### src/sv/field_oriented_mecanum_mixer_assert.svh
// Assertion helpers shared by the mixer RTL.
`ifndef FIELD_ORIENTED_MECANUM_MIXER_ASSERT_SVH
`define FIELD_ORIENTED_MECANUM_MIXER_ASSERT_SVH

// Property checked at every rising edge outside of reset.
`define FOMM_ASSERT(label, clk, rstn, prop, msg) \
    label: assert property (@(posedge clk) disable iff (!(rstn)) prop) \
        else $error(msg);

// Property checked at every rising edge, reset included.
`define FOMM_ASSERT_ALWAYS(label, clk, prop, msg) \
    label: assert property (@(posedge clk) prop) else $error(msg);

`endif

### src/sv/fomm_pkg.sv
package fomm_pkg;

    // Turret encoder and phase format.
    localparam int ENCODER_COUNTS = 8192;
    localparam int TURRET_BITS    = $clog2(ENCODER_COUNTS);
    localparam int PHASE_BITS     = 16;
    localparam int PHASE_SHIFT    = PHASE_BITS - TURRET_BITS;
    localparam int QUARTER_TURN   = 16384;

    // Sine polynomial: angle in Q14, terms and result in Q15, each product rounded.
    localparam int TRIG_BITS = 16;
    localparam int Q14_BITS  = 14;
    localparam int X_BITS    = 15;
    localparam int Q14_ONE   = 16384;
    localparam int Q14_HALF  = 8192;
    localparam int SIN_C1    = 2320;
    localparam int SIN_C2    = 21024;
    localparam int SIN_C3    = 51472;
    localparam int Q15_MAX   = 32767;

    // Rotation result is scaled back from Q15.
    localparam int ROT_SHIFT  = 15;
    localparam int ROUND_HALF = 16384;

    // Mixed speeds carry eight fraction bits.
    localparam int MIX_SHIFT = 8;
    localparam int RPM_HALF  = 32768;
    localparam int Q16_BITS  = 16;

    // Configuration port.
    localparam int CFG_INDEX_BITS = 2;
    localparam int CFG_DATA_BITS  = 16;
    localparam logic [CFG_DATA_BITS-1:0] LEVER_RESET = 16'd256;
    localparam logic [CFG_DATA_BITS-1:0] RPM_RESET   = 16'd256;

    typedef enum logic [CFG_INDEX_BITS-1:0] {
        REG_YAW_ZERO_COUNT,
        REG_WHEEL_LEVER,
        REG_SPEED_TO_RPM
    } cfg_reg_t;

    localparam int OPCODE_BITS = 2;

    typedef enum logic [OPCODE_BITS-1:0] {
        OP_ZERO_FORCE,
        OP_BODY_FRAME,
        OP_TURRET_FRAME
    } opcode_t;

    // Pipeline stage map.
    localparam int SINE_STAGES  = 5;
    localparam int ST_PROD      = 5;
    localparam int ST_ROT       = 6;
    localparam int ST_MIX       = 7;
    localparam int ST_WHEEL     = 8;
    localparam int WHEEL_STAGES = 3;
    localparam int NUM_STAGES   = ST_WHEEL + WHEEL_STAGES;

endpackage

### src/sv/fomm_sine.sv
module fomm_sine (
    input  logic                                  aclk,
    input  logic [fomm_pkg::SINE_STAGES-1:0]      stage_en,
    input  logic [fomm_pkg::PHASE_BITS-1:0]       phase,
    output logic signed [fomm_pkg::TRIG_BITS-1:0] sine
);
    import fomm_pkg::*;

    // Quadrant folding, then an odd polynomial in the folded angle.
    logic [1:0]          quad;
    logic [Q14_BITS-1:0] frac;
    logic [X_BITS-1:0]   x_next;
    logic [30:0]         sq_full;
    logic [X_BITS-1:0]   x2_next;
    logic [27:0]         m1;
    logic [14:0]         t2_next;
    logic [30:0]         m2;
    logic [15:0]         t3_next;
    logic [31:0]         m3;
    logic [17:0]         c3;
    logic [14:0]         mag;
    logic signed [TRIG_BITS-1:0] sine_next;

    logic [X_BITS-1:0]   x_reg   [0:SINE_STAGES-2];
    logic                neg_reg [0:SINE_STAGES-2];
    logic [X_BITS-1:0]   x2_reg  [1:2];
    logic [14:0]         t2_reg;
    logic [15:0]         t3_reg;
    logic signed [TRIG_BITS-1:0] sine_reg;

    assign quad = phase[PHASE_BITS-1:PHASE_BITS-2];
    assign frac = phase[Q14_BITS-1:0];
    assign x_next = quad[0] ? X_BITS'(Q14_ONE) - X_BITS'(frac) : X_BITS'(frac);

    assign sq_full = 31'(x_reg[0]) * 31'(x_reg[0]) + 31'(Q14_HALF);
    assign x2_next = sq_full[28:14];

    assign m1      = 28'(SIN_C1) * 28'(x2_reg[1]) + 28'(Q14_HALF);
    assign t2_next = 15'(SIN_C2) - 15'(m1[27:14]);

    assign m2      = 31'(t2_reg) * 31'(x2_reg[2]) + 31'(Q14_HALF);
    assign t3_next = 16'(SIN_C3) - 16'(m2[30:14]);

    assign m3  = 32'(t3_reg) * 32'(x_reg[3]) + 32'(Q14_HALF);
    assign c3  = m3[31:14];
    assign mag = (c3 > 18'(Q15_MAX)) ? 15'(Q15_MAX) : c3[14:0];
    assign sine_next = neg_reg[3] ? -$signed({1'b0, mag}) : $signed({1'b0, mag});

    always_ff @(posedge aclk) begin
        if (stage_en[0]) begin
            x_reg[0]   <= x_next;
            neg_reg[0] <= quad[1];
        end
        for (int i = 1; i < SINE_STAGES - 1; i++) begin
            if (stage_en[i]) begin
                x_reg[i]   <= x_reg[i-1];
                neg_reg[i] <= neg_reg[i-1];
            end
        end
        if (stage_en[1]) begin
            x2_reg[1] <= x2_next;
        end
        if (stage_en[2]) begin
            x2_reg[2] <= x2_reg[1];
            t2_reg    <= t2_next;
        end
        if (stage_en[3]) begin
            t3_reg <= t3_next;
        end
        if (stage_en[4]) begin
            sine_reg <= sine_next;
        end
    end

    assign sine = sine_reg;

endmodule

### config.mk
export PLATFORM = sky130hd
export DESIGN_NAME = fomm_sine
export DESIGN_NICKNAME = d
export VERILOG_FILES = /design/src/sv/field_oriented_mecanum_mixer_assert.svh /design/src/sv/fomm_pkg.sv /design/src/sv/fomm_sine.sv
export SDC_FILE = /design/constraint.sdc
export NUM_CORES = 2
export LEC_CHECK = 0
export BUFFER_PORTS_ARGS = -buffer_cell sky130_fd_sc_hd__buf_2
export CORE_ASPECT_RATIO = 0.9
export CORE_MARGIN = 5
export CORE_UTILIZATION = 44
export CTS_BUF_LIST = sky130_fd_sc_hd__clkbuf_2
export DETAILED_ROUTE_END_ITERATION = 6
export SYNTH_ARGS = -nofsm -noshare
export SYNTH_HDL_FRONTEND = slang
export SYNTH_SLANG_ARGS = --single-unit
### constraint.sdc
create_clock -name aclk -period 25.1 [get_ports aclk]
set_clock_uncertainty 0.2 [all_clocks]
set_input_delay 1.255 -clock aclk [delete_from_list [all_inputs] [get_ports aclk]]
set_output_delay 1.255 -clock aclk [all_outputs]
set_load 0.02 [all_outputs]
==> qor.txt <==
Critical path startpoint category: flip-flop
Syn Area/Cell: 9.70 um^2
Total Wirelength: 61700 um
Die area: 70400 um^2
Dominant cell type by area after synthesis: fa_1
Layout cells sized above 1: 3.72%
Gate count of the mapped netlist: 2954
Area Overhead vs Synth: 3.91%
Most used DFF post-synth: edfxtp_1
Initial antenna violation count: 2
Drc violations: 0
Status: complete, no violations
Die height: 252 um
Clock buffer count from CTS: 17
Worst EP arrival: 9.36 ns
Worst hold path cell count: 0
Avg WL per Cell: 16.3 um
CORE AREA: 64300 um^2
Hold Slack: 0.242 ns
Final Util: 46.3%
CTS resizes: 0
Distinct cells, synth: 89
Post-route insts no fill: 3784
Clk_lat worst skew: 0.92 ns
Clock sink count: 141
Sequential share of the synthesized area: 14.8%
Starting Density: 44.6%
Setup crit end kind: flip-flop
Syn Std Cell Area: 28700 um^2
Top cell by count, worst path: fa_1
H-tree depth: 4
Ys async rst share: 0%
CP max stage delay: 0.75 ns
# IOs: 38
Post-synth EDFFs: 141
Routed vias/inst: 5.13
Synth Register Bits: 141
DR pass1 iterations: 5
WHS Endpoint: x_reg[3][8]
HPWL after DPL: 51500 um
Placed insts: 3751
Max-slew headroom: 10.0%
Top cell family by delay on the critical path: adder cells
Max_cap viols: 0
Max Slew Vio Count: 0
F_max: 0.112 GHz
Reg2Reg Setup Slack: 16.18 ns
Max FFs per register: 60
Layout fillers: 6138
CTS clk-pin slew, worst paths: 0.21 ns
Root Driver: clkbuf_2
R2r endpoint: sine[12]
Hold Fails Final Rpt: 0
Total setup buffers inserted after CTS: 0
Final Wtd Congestion: 0.854
TNS Setup: 0 ns
ANT nets after route: 0
1st-iter DRT viols: 982
Worst Tran Pin Value: 1.31 ns
Hold_buf cts: 0
CTS tree: done
WP data required: 25.54 ns
Vias in the first global route: 21400
Post-Syn Nets: 3827
Reg-to-reg startpoint: t3_reg[12]
Crit-path max FO: 15
Rows: 88
Yosys top cell area share: 34.6%
Crit share post-route: 35.5%
Largest net degree at the start of global routing: 47
Met2 wire len: 29400 um
Worst R2R Path Depth: 27
Min Tclk post-route: 8.92 ns
Slowest CP cell: edfxtp_1
Endpoints failing setup: 0
Via count: 19400
Top routing layer used: met4
Hold crit path type: reg2reg
Global-route wire length before repair: 107000 um
IO buf count: 37
Die Span X: 279 um
Hold Startpoint: x_reg[2][8]
Yosys warning total: 0
Worst Path Class, Setup: reg2reg
Worst-case clock buffer depth: 2
GR Overflow Total: 0
Met1 wire length: 29000 um
Met3 WL: 2340 um
CP Buf/Inv Count: 4
Nets: 3788
GR Util All Layers: 18.4%
RSZ-0062 raised after global routing: no
Top cells by area in the synthesized netlist: fa_1 35%, ha_1 16%, edfxtp_1 15%, inv_1 8.4%, and2_1 5.4%
[worst max-delay path by stage]
stage / start / end / cells past startpoint
floorplan: x_reg[3][7] / sine[12] / 31
global placement: x_reg[3][7] / sine[12] / 29
detailed placement: t3_reg[12] / sine[12] / 27
CTS: t3_reg[12] / sine[12] / 27
global route: x_reg[3][0] / sine[12] / 27
finish: t3_reg[12] / sine[12] / 27
[layout make-up]
type	count	area, um^2	share of cell area [%]
inverter	642	2410	8.09
clock buffer	17	85.1	0.286
multi-input combinational	2076	21700	72.7
tap	855	1070	3.59
timing repair buffer	37	185	0.622
antenna	2	5.00	0.0168
clock inverter	14	134	0.449
sequential	141	4230	14.2
[placed cells by master (no fill, tap or decap), types with 11 or more instances in the layout]
master,n
nand3_1,33
ha_1,356
o21ai_0,34
and2_1,248
xnor2_1,65
and3_1,13
buf_2,37
a21o_1,43
o21bai_1,12
o31ai_1,11
o21a_1,17
a211oi_1,14
nand2_1,358
nor3_1,23
edfxtp_1,141
xor2_1,38
nor2_1,62
a21oi_1,56
clkbuf_2,17
inv_1,642
fa_1,495
[layer usage]
metal  vias to the layer above  GRT usage, %
met5                         -             0
met4                         0          4.25
met3                        59          2.46
met2                       388          31.0
met1                      9736          25.7
li1                       9234             -
[cell families after synthesis]
logic type                 Yosys count  share of synthesized area (%)
xor gates and xnor gates           104                           3.24
muxes                               13                          0.489
AOI/OAI and AO/OA                  295                           7.61
adders and majority gates          851                           50.1
DFF                                141                           14.8
buffers and inverters              737                           9.66
and+or+nand+nor                    813                           14.1
[worst reg2reg max path, cell delays in order (launching register included)]
cell and delay [ns]:
edfxtp_1 0.75, nand2_1 0.18, fa_1 0.57, fa_1 0.57
inv_1 0.06, fa_1 0.49, fa_1 0.50, fa_1 0.49
inv_1 0.05, fa_1 0.47, inv_1 0.04, ha_1 0.34
a21oi_1 0.17, o21ai_1 0.11, a2111oi_0 0.59, o21ai_0 0.25
o211ai_1 0.30, o211ai_1 0.18, a21oi_1 0.27, mux2_2 0.48
nor2_1 0.20, ha_1 0.20, inv_1 0.05, a211oi_1 0.29
nand3_1 0.18, nor4bb_1 0.43, a211o_1 0.20, o211ai_1 0.08
[Yosys cell counts, types with 11 or more instances]
master and instances:
inv_1 642, fa_1 495, nand2_1 358, ha_1 356
and2_1 248, edfxtp_1 141, clkbuf_1 91, xnor2_1 65
nor2_1 62, a21oi_1 56, a21o_1 43, xor2_1 38
o21ai_0 34, nand3_1 33, nor3_1 23, o21a_1 17
a211oi_1 14, and3_1 13, o21bai_1 12, o31ai_1 11
[stage by stage]
stage,setup slack (ns),instance area (um^2)
after floorplan,17.14,28700
after global placement,16.46,29600
after detailed placement,16.22,29600
after CTS,16.18,29800
after global routing,15.69,29800
final,16.18,29800
Power is left out: the tool's default activity adds up to more than one toggle a clock period on the data nets, which glitch-free logic cannot reach.
