$ cat src/sv/field_oriented_mecanum_mixer_assert.svh
// Assertion helpers shared by the mixer RTL.
`ifndef FIELD_ORIENTED_MECANUM_MIXER_ASSERT_SVH
`define FIELD_ORIENTED_MECANUM_MIXER_ASSERT_SVH

// Property checked at every rising edge outside of reset.
`define FOMM_ASSERT(label, clk, rstn, prop, msg) \
    label: assert property (@(posedge clk) disable iff (!(rstn)) prop) \
        else $error(msg);

// Property checked at every rising edge, reset included.
`define FOMM_ASSERT_ALWAYS(label, clk, prop, msg) \
    label: assert property (@(posedge clk) prop) else $error(msg);

`endif

$ cat src/sv/fomm_pkg.sv
package fomm_pkg;

    // Turret encoder and phase format.
    localparam int ENCODER_COUNTS = 8192;
    localparam int TURRET_BITS    = $clog2(ENCODER_COUNTS);
    localparam int PHASE_BITS     = 16;
    localparam int PHASE_SHIFT    = PHASE_BITS - TURRET_BITS;
    localparam int QUARTER_TURN   = 16384;

    // Sine polynomial: angle in Q14, terms and result in Q15, each product rounded.
    localparam int TRIG_BITS = 16;
    localparam int Q14_BITS  = 14;
    localparam int X_BITS    = 15;
    localparam int Q14_ONE   = 16384;
    localparam int Q14_HALF  = 8192;
    localparam int SIN_C1    = 2320;
    localparam int SIN_C2    = 21024;
    localparam int SIN_C3    = 51472;
    localparam int Q15_MAX   = 32767;

    // Rotation result is scaled back from Q15.
    localparam int ROT_SHIFT  = 15;
    localparam int ROUND_HALF = 16384;

    // Mixed speeds carry eight fraction bits.
    localparam int MIX_SHIFT = 8;
    localparam int RPM_HALF  = 32768;
    localparam int Q16_BITS  = 16;

    // Configuration port.
    localparam int CFG_INDEX_BITS = 2;
    localparam int CFG_DATA_BITS  = 16;
    localparam logic [CFG_DATA_BITS-1:0] LEVER_RESET = 16'd256;
    localparam logic [CFG_DATA_BITS-1:0] RPM_RESET   = 16'd256;

    typedef enum logic [CFG_INDEX_BITS-1:0] {
        REG_YAW_ZERO_COUNT,
        REG_WHEEL_LEVER,
        REG_SPEED_TO_RPM
    } cfg_reg_t;

    localparam int OPCODE_BITS = 2;

    typedef enum logic [OPCODE_BITS-1:0] {
        OP_ZERO_FORCE,
        OP_BODY_FRAME,
        OP_TURRET_FRAME
    } opcode_t;

    // Pipeline stage map.
    localparam int SINE_STAGES  = 5;
    localparam int ST_PROD      = 5;
    localparam int ST_ROT       = 6;
    localparam int ST_MIX       = 7;
    localparam int ST_WHEEL     = 8;
    localparam int WHEEL_STAGES = 3;
    localparam int NUM_STAGES   = ST_WHEEL + WHEEL_STAGES;

endpackage

$ cat src/sv/fomm_wheel.sv
module fomm_wheel #(
    parameter int SPEED_WIDTH = 16
) (
    input  logic                                 aclk,
    input  logic [fomm_pkg::WHEEL_STAGES-1:0]    stage_en,
    input  logic signed [SPEED_WIDTH+17:0]       mix,
    input  logic [fomm_pkg::CFG_DATA_BITS-1:0]   rpm_scale,
    output logic signed [SPEED_WIDTH-1:0]        wheel
);
    import fomm_pkg::*;

    localparam int MIX_W = SPEED_WIDTH + 18;

    // Magnitude times the Q8.8 factor, split at bit 16 into a high and a low product.
    logic [MIX_W-1:0]       mag_next;
    logic [32:0]            lo_round;
    logic [MIX_W:0]         total;
    logic [MIX_W:0]         limit;
    logic [MIX_W:0]         mag_sat;
    logic [SPEED_WIDTH-1:0] mag_out;
    logic signed [SPEED_WIDTH-1:0] wheel_next;

    logic [MIX_W-1:0]       mag_reg;
    logic                   neg_reg [0:1];
    logic [MIX_W-1:0]       hi_reg;
    logic [31:0]            lo_reg;
    logic signed [SPEED_WIDTH-1:0] wheel_reg;

    assign mag_next = mix[MIX_W-1] ? MIX_W'(-mix) : MIX_W'(mix);

    assign lo_round = {1'b0, lo_reg} + 33'(RPM_HALF);
    assign total    = (MIX_W+1)'(hi_reg) + (MIX_W+1)'(lo_round[32:Q16_BITS]);

    // Negative results may reach one count further than positive ones.
    assign limit    = neg_reg[1] ? ((MIX_W+1)'(1) << (SPEED_WIDTH - 1))
                                 : ((MIX_W+1)'(1) << (SPEED_WIDTH - 1)) - (MIX_W+1)'(1);
    assign mag_sat  = (total > limit) ? limit : total;
    assign mag_out  = mag_sat[SPEED_WIDTH-1:0];
    assign wheel_next = neg_reg[1] ? -$signed(mag_out) : $signed(mag_out);

    always_ff @(posedge aclk) begin
        if (stage_en[0]) begin
            mag_reg    <= mag_next;
            neg_reg[0] <= mix[MIX_W-1];
        end
        if (stage_en[1]) begin
            hi_reg     <= MIX_W'(mag_reg[MIX_W-1:Q16_BITS]) * MIX_W'(rpm_scale);
            lo_reg     <= 32'(mag_reg[Q16_BITS-1:0]) * 32'(rpm_scale);
            neg_reg[1] <= neg_reg[0];
        end
        if (stage_en[2]) begin
            wheel_reg <= wheel_next;
        end
    end

    assign wheel = wheel_reg;

endmodule

$ cat config.mk
export PLATFORM = sky130hd
export DESIGN_NAME = fomm_wheel
export DESIGN_NICKNAME = d
export VERILOG_FILES = /design/src/sv/field_oriented_mecanum_mixer_assert.svh /design/src/sv/fomm_pkg.sv /design/src/sv/fomm_wheel.sv
export SDC_FILE = /design/constraint.sdc
export NUM_CORES = 1
export LEC_CHECK = 0
export ABC_CLOCK_PERIOD_IN_PS = 10800
export BUFFER_PORTS_ARGS = -buffer_cell sky130_fd_sc_hd__buf_2
export CAP_MARGIN = 20
export CORE_MARGIN = 2
export CORE_UTILIZATION = 31
export CTS_CLUSTER_SIZE = 25
export DETAILED_ROUTE_END_ITERATION = 12
export PLACE_DENSITY_LB_ADDON = 0.3
export SLEW_MARGIN = 10
export SYNTH_ARGS = -nofsm -noshare
export SYNTH_HDL_FRONTEND = slang
export SYNTH_SLANG_ARGS = --single-unit
$ cat constraint.sdc
create_clock -name aclk -period 10.8 [get_ports aclk]
set_input_delay 2.16 -clock aclk [delete_from_list [all_inputs] [get_ports aclk]]
set_output_delay 2.16 -clock aclk [all_outputs]
set_load 0.05 [all_outputs]
==> results of run 1 <==
-- Yosys cell counts (all sizes together) (7+ instances only) --
cell type	count	area, um2
a21oi	71	363
and2	213	1330
o21bai	9	67.6
a21o	32	240
inv	495	1860
a31oi	9	56.3
nand2b	15	93.8
edfxtp	103	3090
ha	244	3050
xor2	25	219
nor2b	7	43.8
and3	13	81.3
o21ai	43	215
fa	416	8330
nand4	17	106
nor3	40	200
nor4	9	62.6
or3	16	110
mux2i	7	70.1
nand3	34	170
nand2	405	1520
nor2	57	214
o21a	8	60.1
xnor2	83	727
a211oi	12	100
clkbuf	99	372
o31ai	11	82.6
-- critical path, delay by kind of cell (launching register included) --
kind | cells | cell delay [ps]
DFF | 1 | 410
buffers and inverters | 1 | 70
AOI/OAI and AO/OA | 8 | 1640
and+or+nand+nor | 18 | 5580
adders and majority gates | 3 | 710
xor gates and xnor gates | 2 | 640
-- metrics by stage --
step / cells / worst slack [ps] / instance area (um2) / util
2_1_floorplan: 2583 / 2560 / 23600 / -
3_3_place_gp: 3552 / 1630 / 25000 / 0.330
3_5_place_dp: 3552 / 1520 / 25000 / 0.330
4_1_cts: 3568 / 1510 / 25200 / 0.334
5_1_grt: 3568 / 647 / 25200 / 0.334
6_report: 3569 / 1500 / 25200 / 0.334
-- metal layers --
metal,GRT usage,up-vias
met5,0,-
met4,0.0224,4
met3,0.0273,52
met2,0.241,411
met1,0.235,8461
li1,-,8122
-- cell type report --
cell class	instances	area share
multi-input cells	1883	0.723
flip-flops and latches	103	0.122
inverters	496	0.0737
well taps	978	0.0485
repair buffers	92	0.0205
clock buffers	10	0.00907
clock inverters	6	0.00243
diodes	1	0.0000991
-- cells by family (layout without fill, tap and decap cells) --
group | count (synthesis) | in the layout
adder cells (fa/ha/maj) | 660 | 660
multiplexers | 9 | 9
other | 0 | 1
buffers and inverters | 597 | 604
flip-flops | 103 | 103
AO/OA/AOI/OAI | 250 | 250
AND/OR/NAND/NOR | 856 | 856
XOR/XNOR | 108 | 108
-- worst max-delay path by stage --
stage / start / end / cells after the start
floorplan: rpm_scale[1] / lo_reg[30]$_DFFE_PP_ / 24
global placement: rpm_scale[1] / lo_reg[30]$_DFFE_PP_ / 24
detailed placement: lo_reg[17]$_DFFE_PP_ / wheel[14]$_DFFE_PP_ / 32
CTS: lo_reg[17]$_DFFE_PP_ / wheel[14]$_DFFE_PP_ / 32
global route: lo_reg[17]$_DFFE_PP_ / wheel[14]$_DFFE_PP_ / 32
finish: lo_reg[17]$_DFFE_PP_ / wheel[14]$_DFFE_PP_ / 32
-- cell usage in the layout, fill, tap and decap left out, types with 4 or more instances in the layout --
master	count
nand3_1	34
a211oi_1	10
nand2_1	405
nor4_1	8
a21oi_1	69
ha_1	244
o2111ai_1	4
and3_1	13
buf_2	69
a31oi_1	9
buf_4	23
o22ai_1	5
edfxtp_1	103
and2_1	213
nor2b_1	7
o21ai_0	38
o21ai_1	5
nand4_1	17
nor3b_1	4
o31ai_1	11
nor2_1	57
o211ai_1	6
o21a_1	8
o21bai_1	9
mux2i_1	7
xnor2_1	83
nor4b_1	4
xor2_1	25
and4_1	5
fa_1	416
or2_2	5
a21o_1	32
or3_1	14
nand2b_1	15
inv_1	495
nor3_1	40
clkbuf_16	9
==> impl_metrics.py, run 1 <==
metrics = {
    "worst_hold_path": {
        "hp-start": "neg_reg[0][0]$_DFFE_PP_",
        "hold_class": "flop to flop",
        "hold_end": "neg_reg[0][1]$_DFFE_PP_",
        "holdPathStages": 0,
    },
    "layout": {
        "syn_to_final_growth_pct": 7.00,
        "regArea_mm2": 0.00309,
        "multi_input_area_mm2": 0.0183,
        "fill_cells": 7816,
        "nNetsFinal": 3299,
        "drive_gt1_frac": 0.0486,
    },
    "clock_tree": {
        "cts_made_buffers": 9,
        "htreeDepth": 3,
        "cts_buffer_depth": 2,
        "post-cts-setup-buffer-count": 0,
        "tritoncts": "done",
        "path_clk_slew_ps": 80,
        "cts_root_buffer": "clkbuf_16",
        "clock_latency_ps": 380,
        "cts.repair.resized": 0,
        "cts.sinks": 103,
        "hold_buffers": 0,
    },
    "drt": {
        "drc": 0,
        "wl_met3_um": 3280,
        "route.met2.wl_um": 25800,
        "routed_wl_um": 59600,
        "top_layer": "met5",
        "ant_nets": 0,
        "vias_per_cell": 4.78,
        "vias": 17100,
        "wl_met1_um": 29800,
        "post_drt_wl_per_cell_um": 16.7,
        "drt-initial-drc-count": 849,
        "dr.pass1.iters": 5,
    },
    "synthesis": {
        "seq_area_frac_synth": 0.131,
        "ys_types": 76,
        "synth_compound_area_frac": 0.0703,
        "yosys.area_share.simple": 0.177,
        "synth_xor_area_frac": 0.0401,
        "netlist_instances": 2583,
        "yosys.area_share.adder": 0.482,
        "synth_top_family_by_area": "adder cells",
        "synth_ff_type": "edfxtp_1",
        "synth-edff-count": 103,
        "ys_warn_count": 0,
        "synthArstFlopShare": 0,
        "syn_area_per_cell_um2": 9.14,
        "ys_seq_elements": 103,
        "synthMuxAreaShare": 0.00392,
        "syn-num-nets": 3297,
        "syn_area_mm2": 0.0236,
    },
    "global_route": {
        "grt_overflow": 0,
        "antenna_found_initial": 6,
        "grt_pass1_vias": 17300,
        "grt_start_max_net_pins": 53,
        "track_usage": 0.157,
        "grt_pass1_wl_um": 96700,
    },
    "setup_path": {
        "worstPathMaxFanout": 13,
        "worst-endpoint-required_ps": 10920,
        "path_class": "flop to flop",
        "startpoint_type": "flop",
        "reg2reg_to": "wheel[14]$_DFFE_PP_",
        "crit_arrival_ps": 9420,
        "r2r_cells": 32,
        "slowest_stage": "nor3_1",
        "rrSetupSlack_ps": 1500,
        "r2r-start": "lo_reg[17]$_DFFE_PP_",
        "cp_slowest_stage_delay_ps": 620,
        "end_kind": "flop",
    },
    "sta": {
        "worstMarginPinSlew_ps": 885,
        "hold_viol": 0,
        "min_period_ps": 9300,
        "rsz0062_at_grt": "false",
        "fin_crit_sh": 0.861,
        "setup_viol": 0,
        "fmax_mhz": 107,
        "fin_hold_ws_ps": 632,
        "clock_skew_ps": 15.9,
        "maxSlewHeadroom": 0.410,
        "drv_slew": 0,
        "timing.setup.tns_ps": 0,
    },
    "floorplan": {
        "die_area_mm2": 0.0783,
        "die_w_um": 280,
        "ios": 70,
        "start_util": 0.312,
        "die_y_um": 280,
        "rows": 101,
        "core_area_mm2": 0.0757,
    },
    "flow_run": {
        "drv_cap": 0,
    },
    "place": {
        "io_buffers": 69,
        "dp_hpwl_um": 46000,
        "place_congestion": 0.835,
    },
    "outcome": {
        "status": "finished clean",
    },
}
Power of run 1 is not shown: default switching activity piles up to over one toggle a cycle in this logic, so the estimate is an artifact.
==> run 2, diff against run 1 <==
Settings changed: ABC_AREA set to 1, SKIP_LAST_GASP set to 1, SLEW_MARGIN 10 to 20.
==> run 2 against run 1 <==
Effect of this change:
- first-iteration DRC count up 47%
- highest routed layer is now met4
- sequential cell count stayed put
- global-route usage up 0.64 points
- wire length up 8.8%
- largest cell class unchanged
- sequential share of layout area shrank 0.67 points
==> impl_metrics.py, run 2 <==
metrics = {
    "drt": {
        "dr.pass1.iters": 5,
        "vias": 19200,
        "vias_per_cell": 4.51,
        "post_drt_wl_per_cell_um": 15.2,
        "ant_nets": 0,
        "drt-initial-drc-count": 1252,
        "drc": 0,
        "routed_wl_um": 64900,
    },
    "synthesis": {
        "yosys-top-cells-area": "fa_1, nand2_1, inv_1, edfxtp_1, ha_1",
        "synthTopCellsByCount": "nand2_1, inv_1, fa_1",
        "synth.most_common_cell": "nand2_1",
        "synth-edff-count": 103,
        "yosysTopAreaCellShare": 0.331,
        "syn_area_mm2": 0.0252,
        "ys_types": 53,
        "ys_seq_elements": 103,
        "synth_largest_area_cell": "fa_1",
        "syn-num-nets": 3954,
        "synth_ff_type": "edfxtp_1",
        "seq_area_frac_synth": 0.123,
        "synthArstFlopShare": 0,
        "ys_warn_count": 0,
        "netlist_instances": 3240,
        "syn_area_per_cell_um2": 7.77,
    },
    "layout": {
        "syn_to_final_growth_pct": 6.14,
        "layout_commonest_cell": "nand2_1",
        "antenna_cells": 0,
        "layout_common_cells": "nand2_1, inv_1, fa_1, ha_1, nor2_1",
        "multi_input_area_mm2": 0.0183,
        "nNetsFinal": 3909,
        "drive_gt1_frac": 0.0516,
        "regArea_mm2": 0.00309,
        "fill_cells": 8577,
    },
    "floorplan": {
        "die_area_mm2": 0.0835,
        "die_w_um": 289,
        "start_util": 0.313,
        "rows": 104,
        "core_area_mm2": 0.0804,
        "die_y_um": 289,
        "ios": 70,
    },
    "clock_tree": {
        "htreeDepth": 3,
        "clock_latency_ps": 400,
        "tritoncts": "done",
        "path_clk_slew_ps": 90,
        "cts_made_buffers": 9,
        "cts_root_buffer": "clkbuf_16",
        "cts_buffer_depth": 2,
        "post-cts-setup-buffer-count": 0,
        "cts.sinks": 103,
        "hold_buffers": 0,
        "cts.repair.resized": 0,
    },
    "place": {
        "io_buffers": 69,
        "dp_hpwl_um": 50800,
        "place_congestion": 0.860,
    },
    "global_route": {
        "grt_pass1_vias": 20100,
        "antenna_found_initial": 0,
        "grt_pass1_wl_um": 107000,
        "grt_overflow": 0,
        "grt_start_max_net_pins": 53,
        "track_usage": 0.163,
    },
    "worst_hold_path": {
        "holdPathStages": 0,
        "hold_class": "flop to flop",
        "hp-start": "neg_reg[0][0]$_DFFE_PP_",
        "hold_end": "neg_reg[0][1]$_DFFE_PP_",
    },
    "setup_path": {
        "r2r-start": "mag_reg[25]$_DFFE_PP_",
        "path_class": "primary input to flop",
        "end_kind": "flop",
        "startpoint_type": "primary input",
        "slowest_stage": "buf_2",
        "r2r_cells": 24,
        "critPathTopFamily": "adder cells",
        "crit_arrival_ps": 8280,
        "crit_top_cell": "fa_1",
        "cp_slowest_stage_delay_ps": 660,
        "path_buf_inv": 6,
        "reg2reg_to": "hi_reg[26]$_DFFE_PP_",
        "rrSetupSlack_ps": 4100,
        "worstPathMaxFanout": 34,
        "worst-endpoint-required_ps": 10950,
    },
    "sta": {
        "min_period_ps": 8130,
        "fmax_mhz": 123,
        "drv_slew": 0,
        "clock_skew_ps": 16.1,
        "maxSlewHeadroom": 0.323,
        "rsz0062_at_grt": "false",
        "fin_crit_sh": 0.753,
        "worstMarginPinSlew_ps": 1020,
        "timing.setup.tns_ps": 0,
        "setup_viol": 0,
        "hold_viol": 0,
    },
    "flow_run": {
        "drv_cap": 0,
    },
    "outcome": {
        "status": "finished clean",
    },
}
## run 2: changes by cell type after synthesis, moves of 36 or more
cell,change
inv_1,+346
xnor2_1,-52
and2_1,-210
nand3_1,+36
nor2_1,+50
xor2_1,+53
nand2_1,+493
## run 2: worst max-delay path by stage
stage,startpoint,to,depth (start not counted)
global placement,rpm_scale[1],hi_reg[24]$_DFFE_PP_,26
global route,rpm_scale[4],hi_reg[26]$_DFFE_PP_,25
finish,rpm_scale[3],hi_reg[26]$_DFFE_PP_,25
detailed placement,rpm_scale[3],hi_reg[24]$_DFFE_PP_,25
floorplan,rpm_scale[1],hi_reg[24]$_DFFE_PP_,26
CTS,rpm_scale[3],hi_reg[26]$_DFFE_PP_,25
## run 2: per-stage QoR
step	setup slack [ps]	utilization	instance area, um2	cells	hold slack, ps
2_1_floorplan	2840	-	25200	3240	400
3_3_place_gp	2340	0.328	26400	4244	649
3_5_place_dp	2210	0.328	26400	4244	652
4_1_cts	2670	0.332	26700	4260	675
5_1_grt	2150	0.332	26700	4260	732
6_report	2670	0.332	26700	4260	691
## run 2: cell families (layout without fill, tap and decap cells)
family,Yosys count,after routing,synth area share
fa+ha+maj,660,660,0.452
simple gates,1204,1204,0.200
xor+xnor,109,109,0.0379
flops,103,103,0.123
buf+inv,995,955,0.150
compound gates,169,169,0.0375
## run 2: per-layer routing
layer	vias to the layer above	global-route usage	part of all wire	wire, um
li1	9433	-	-	-
met3	63	0.0332	0.068	4380
met1	9187	0.234	0.49	31600
met2	513	0.255	0.43	27900
met5	-	0	0	0
met4	0	0.0303	0.015	961
## run 2: layout make-up
cell class	instances	share of cell area
multi-input combinational	2142	0.685
inverter	857	0.121
sequential	103	0.116
tap	1060	0.0496
timing repair buffer	82	0.0166
clock buffer	9	0.00843
clock inverter	7	0.00365
## run 2: worst reg2reg max path, cell delays in order, from the launching register on
cell	delay [ps]
edfxtp_1	960
nand2_1	170
fa_1	550
inv_1	50
fa_1	550
inv_1	60
fa_1	490
fa_1	540
inv_1	50
fa_1	470
inv_1	50
fa_1	480
inv_1	40
ha_1	340
nand2_1	60
nor2_1	140
nor2_1	80
o21ai_0	260
a21boi_1	170
o21ai_0	270
a21boi_0	190
o21ai_1	260
nand2_1	110
nand3_1	80
nand2_1	50
Power of run 2 is left out for the same reason.
==> run 3, diff against run 2 <==
Settings changed: ABC_AREA 1 to 0, ABC_CLOCK_PERIOD_IN_PS 10800 to 6550.
Clock period 10.8 ns to 6.55 ns, I/O delays scaled along.
==> run 3 against run 2 <==
Effect of this change:
- the run now ends with negative setup slack left
- worst setup slack worse by 3600 ps
- sequential share of layout area down 0.97 points
- cell count down 8.4%
- die area down 6.2%
- utilization up 5.3 points
- non-clock buffer count up 345
- largest cell class unchanged
- highest routed layer is now met5
==> impl_metrics.py, run 3 (synthesis gave the netlist of run 1 again) <==
metrics = {
    "floorplan": {
        "die_area_mm2": 0.0783,
        "rows": 101,
        "core_area_mm2": 0.0757,
        "start_util": 0.312,
        "die_w_um": 280,
        "ios": 70,
        "die_y_um": 280,
    },
    "setup_path": {
        "rrSetupSlack_ps": -890,
        "r2r-start": "lo_reg[15]$_DFFE_PP_",
        "startpoint_type": "flop",
        "cp_slowest_stage_delay_ps": 500,
        "crit_arrival_ps": 7580,
        "crit_path_start": "lo_reg[15]$_DFFE_PP_",
        "path_class": "flop to flop",
        "worstPathMaxFanout": 3,
        "reg2reg_to": "wheel[14]$_DFFE_PP_",
        "worst-endpoint-required_ps": 6690,
        "slowest_stage": "or4b_4",
        "r2r_cells": 34,
        "cp-endpoint": "wheel[14]$_DFFE_PP_",
        "end_kind": "flop",
    },
    "layout": {
        "nNetsFinal": 3634,
        "fill_cells": 7605,
        "multi_input_area_mm2": 0.0191,
        "syn_to_final_growth_pct": 23.5,
        "antenna_cells": 0,
        "layout_commonest_cell": "inv_1",
        "drive_gt1_frac": 0.219,
        "layout_common_cells": "inv_1, fa_1, nand2_1, buf_4, ha_1",
        "regArea_mm2": 0.00309,
        "fin_area_mm2": 0.0292,
    },
    "drt": {
        "vias": 18200,
        "drc": 0,
        "post_drt_wl_per_cell_um": 15.6,
        "vias_per_cell": 4.66,
        "drt-initial-drc-count": 900,
        "ant_nets": 0,
        "dr.pass1.iters": 5,
        "routed_wl_um": 61000,
    },
    "worst_hold_path": {
        "hold_class": "flop to flop",
        "holdPathStages": 0,
    },
    "global_route": {
        "grt_pass1_wl_um": 102000,
        "grt_start_max_net_pins": 53,
        "track_usage": 0.163,
        "antenna_found_initial": 2,
        "grt_pass1_vias": 19200,
        "grt_overflow": 0,
    },
    "flow_run": {
        "drv_cap": 0,
    },
    "clock_tree": {
        "cts_root_buffer": "clkbuf_16",
        "cts.sinks": 103,
        "cts_made_buffers": 9,
        "tritoncts": "done",
        "hold_buffers": 0,
        "htreeDepth": 3,
        "clock_latency_ps": 390,
        "cts_buffer_depth": 2,
        "path_clk_slew_ps": 80,
    },
    "sta": {
        "setup_ws_ps": -895,
        "fmax_mhz": 134,
        "clock_skew_ps": 11.7,
        "hold_viol": 0,
        "worstMarginPinSlew_ps": 736,
        "drv_slew": 0,
        "maxSlewHeadroom": 0.510,
        "fin_crit_sh": 1.14,
        "setup_viol": 16,
        "rsz0062_at_grt": "true",
        "min_period_ps": 7440,
    },
    "place": {
        "post_dp_cell_area_mm2": 0.0274,
        "io_buffers": 69,
        "dp_hpwl_um": 50500,
        "place_congestion": 0.847,
    },
    "outcome": {
        "violations": "negative setup slack",
        "status": "finished with violations",
    },
}
-- run 3: cell count changes in the layout (fill, tap and decap cells not counted), sizes merged, moves of 44 or more --
| cell | change |
|---|---|
| nand2 | -515 |
| xnor2 | +52 |
| xor2 | -53 |
| buf | +343 |
| nand3 | -44 |
| nor2 | -65 |
| inv | -356 |
| and2 | +210 |
-- run 3: cell type report --
type | instances | share of cell area
repair buffers | 427 | 0.121
inverters | 496 | 0.0639
clock inverters | 7 | 0.00322
clock buffers | 9 | 0.00773
flip-flops and latches | 103 | 0.106
multi-input cells | 1883 | 0.656
well taps | 978 | 0.0420
-- run 3: worst min path at each step --
stage                                 start                      end  slack (ps)
floorplan           neg_reg[0][0]$_DFFE_PP_  neg_reg[0][1]$_DFFE_PP_         400
global placement    neg_reg[0][0]$_DFFE_PP_  neg_reg[0][1]$_DFFE_PP_         600
detailed placement  neg_reg[0][0]$_DFFE_PP_  neg_reg[0][1]$_DFFE_PP_         620
global route        neg_reg[0][0]$_DFFE_PP_  neg_reg[0][1]$_DFFE_PP_         680
finish              neg_reg[0][0]$_DFFE_PP_  neg_reg[0][1]$_DFFE_PP_         610
CTS                 neg_reg[0][0]$_DFFE_PP_  neg_reg[0][1]$_DFFE_PP_         640
-- run 3: per-layer routing --
metal / up-vias / share of wire / GRT usage
li1: 8784 / - / -
met1: 8995 / 0.48 / 0.226
met2: 346 / 0.46 / 0.264
met3: 56 / 0.047 / 0.0309
met4: 4 / 0.015 / 0.0341
met5: - / 0.00038 / 0
-- run 3: stage by stage --
stage	TNS, ps	util	worst slack, ps	hold slack [ps]	instances
6_report	-3520	0.385	-895	613	3903
5_1_grt	-8730	0.385	-1300	680	3903
4_1_cts	-3330	0.379	-881	636	3891
3_5_place_dp	-21650	0.362	-1250	625	3830
3_3_place_gp	-19070	0.362	-1190	601	3830
2_1_floorplan	-3120	-	-670	400	2583
-- run 3: worst max-delay path: cells and delay by family, from the launching register on --
family,cells,cell delay (ps)
xor gates and xnor gates,2,380
buffers and inverters,2,220
DFF,1,380
and+or+nand+nor,18,4120
adders and majority gates,4,980
AOI/OAI and AO/OA,8,1130
-- run 3: repair_timing --
item / in CTS / in global routing
resized for setup: 149 / 107
pin swaps: 64 / 87
setup endpoints to repair: 27 / 31
cloned: 3 / 0
hold endpoints to repair: 0 / 0
buffers inserted: 43 / 21
Power of run 3 is left out for the same reason.
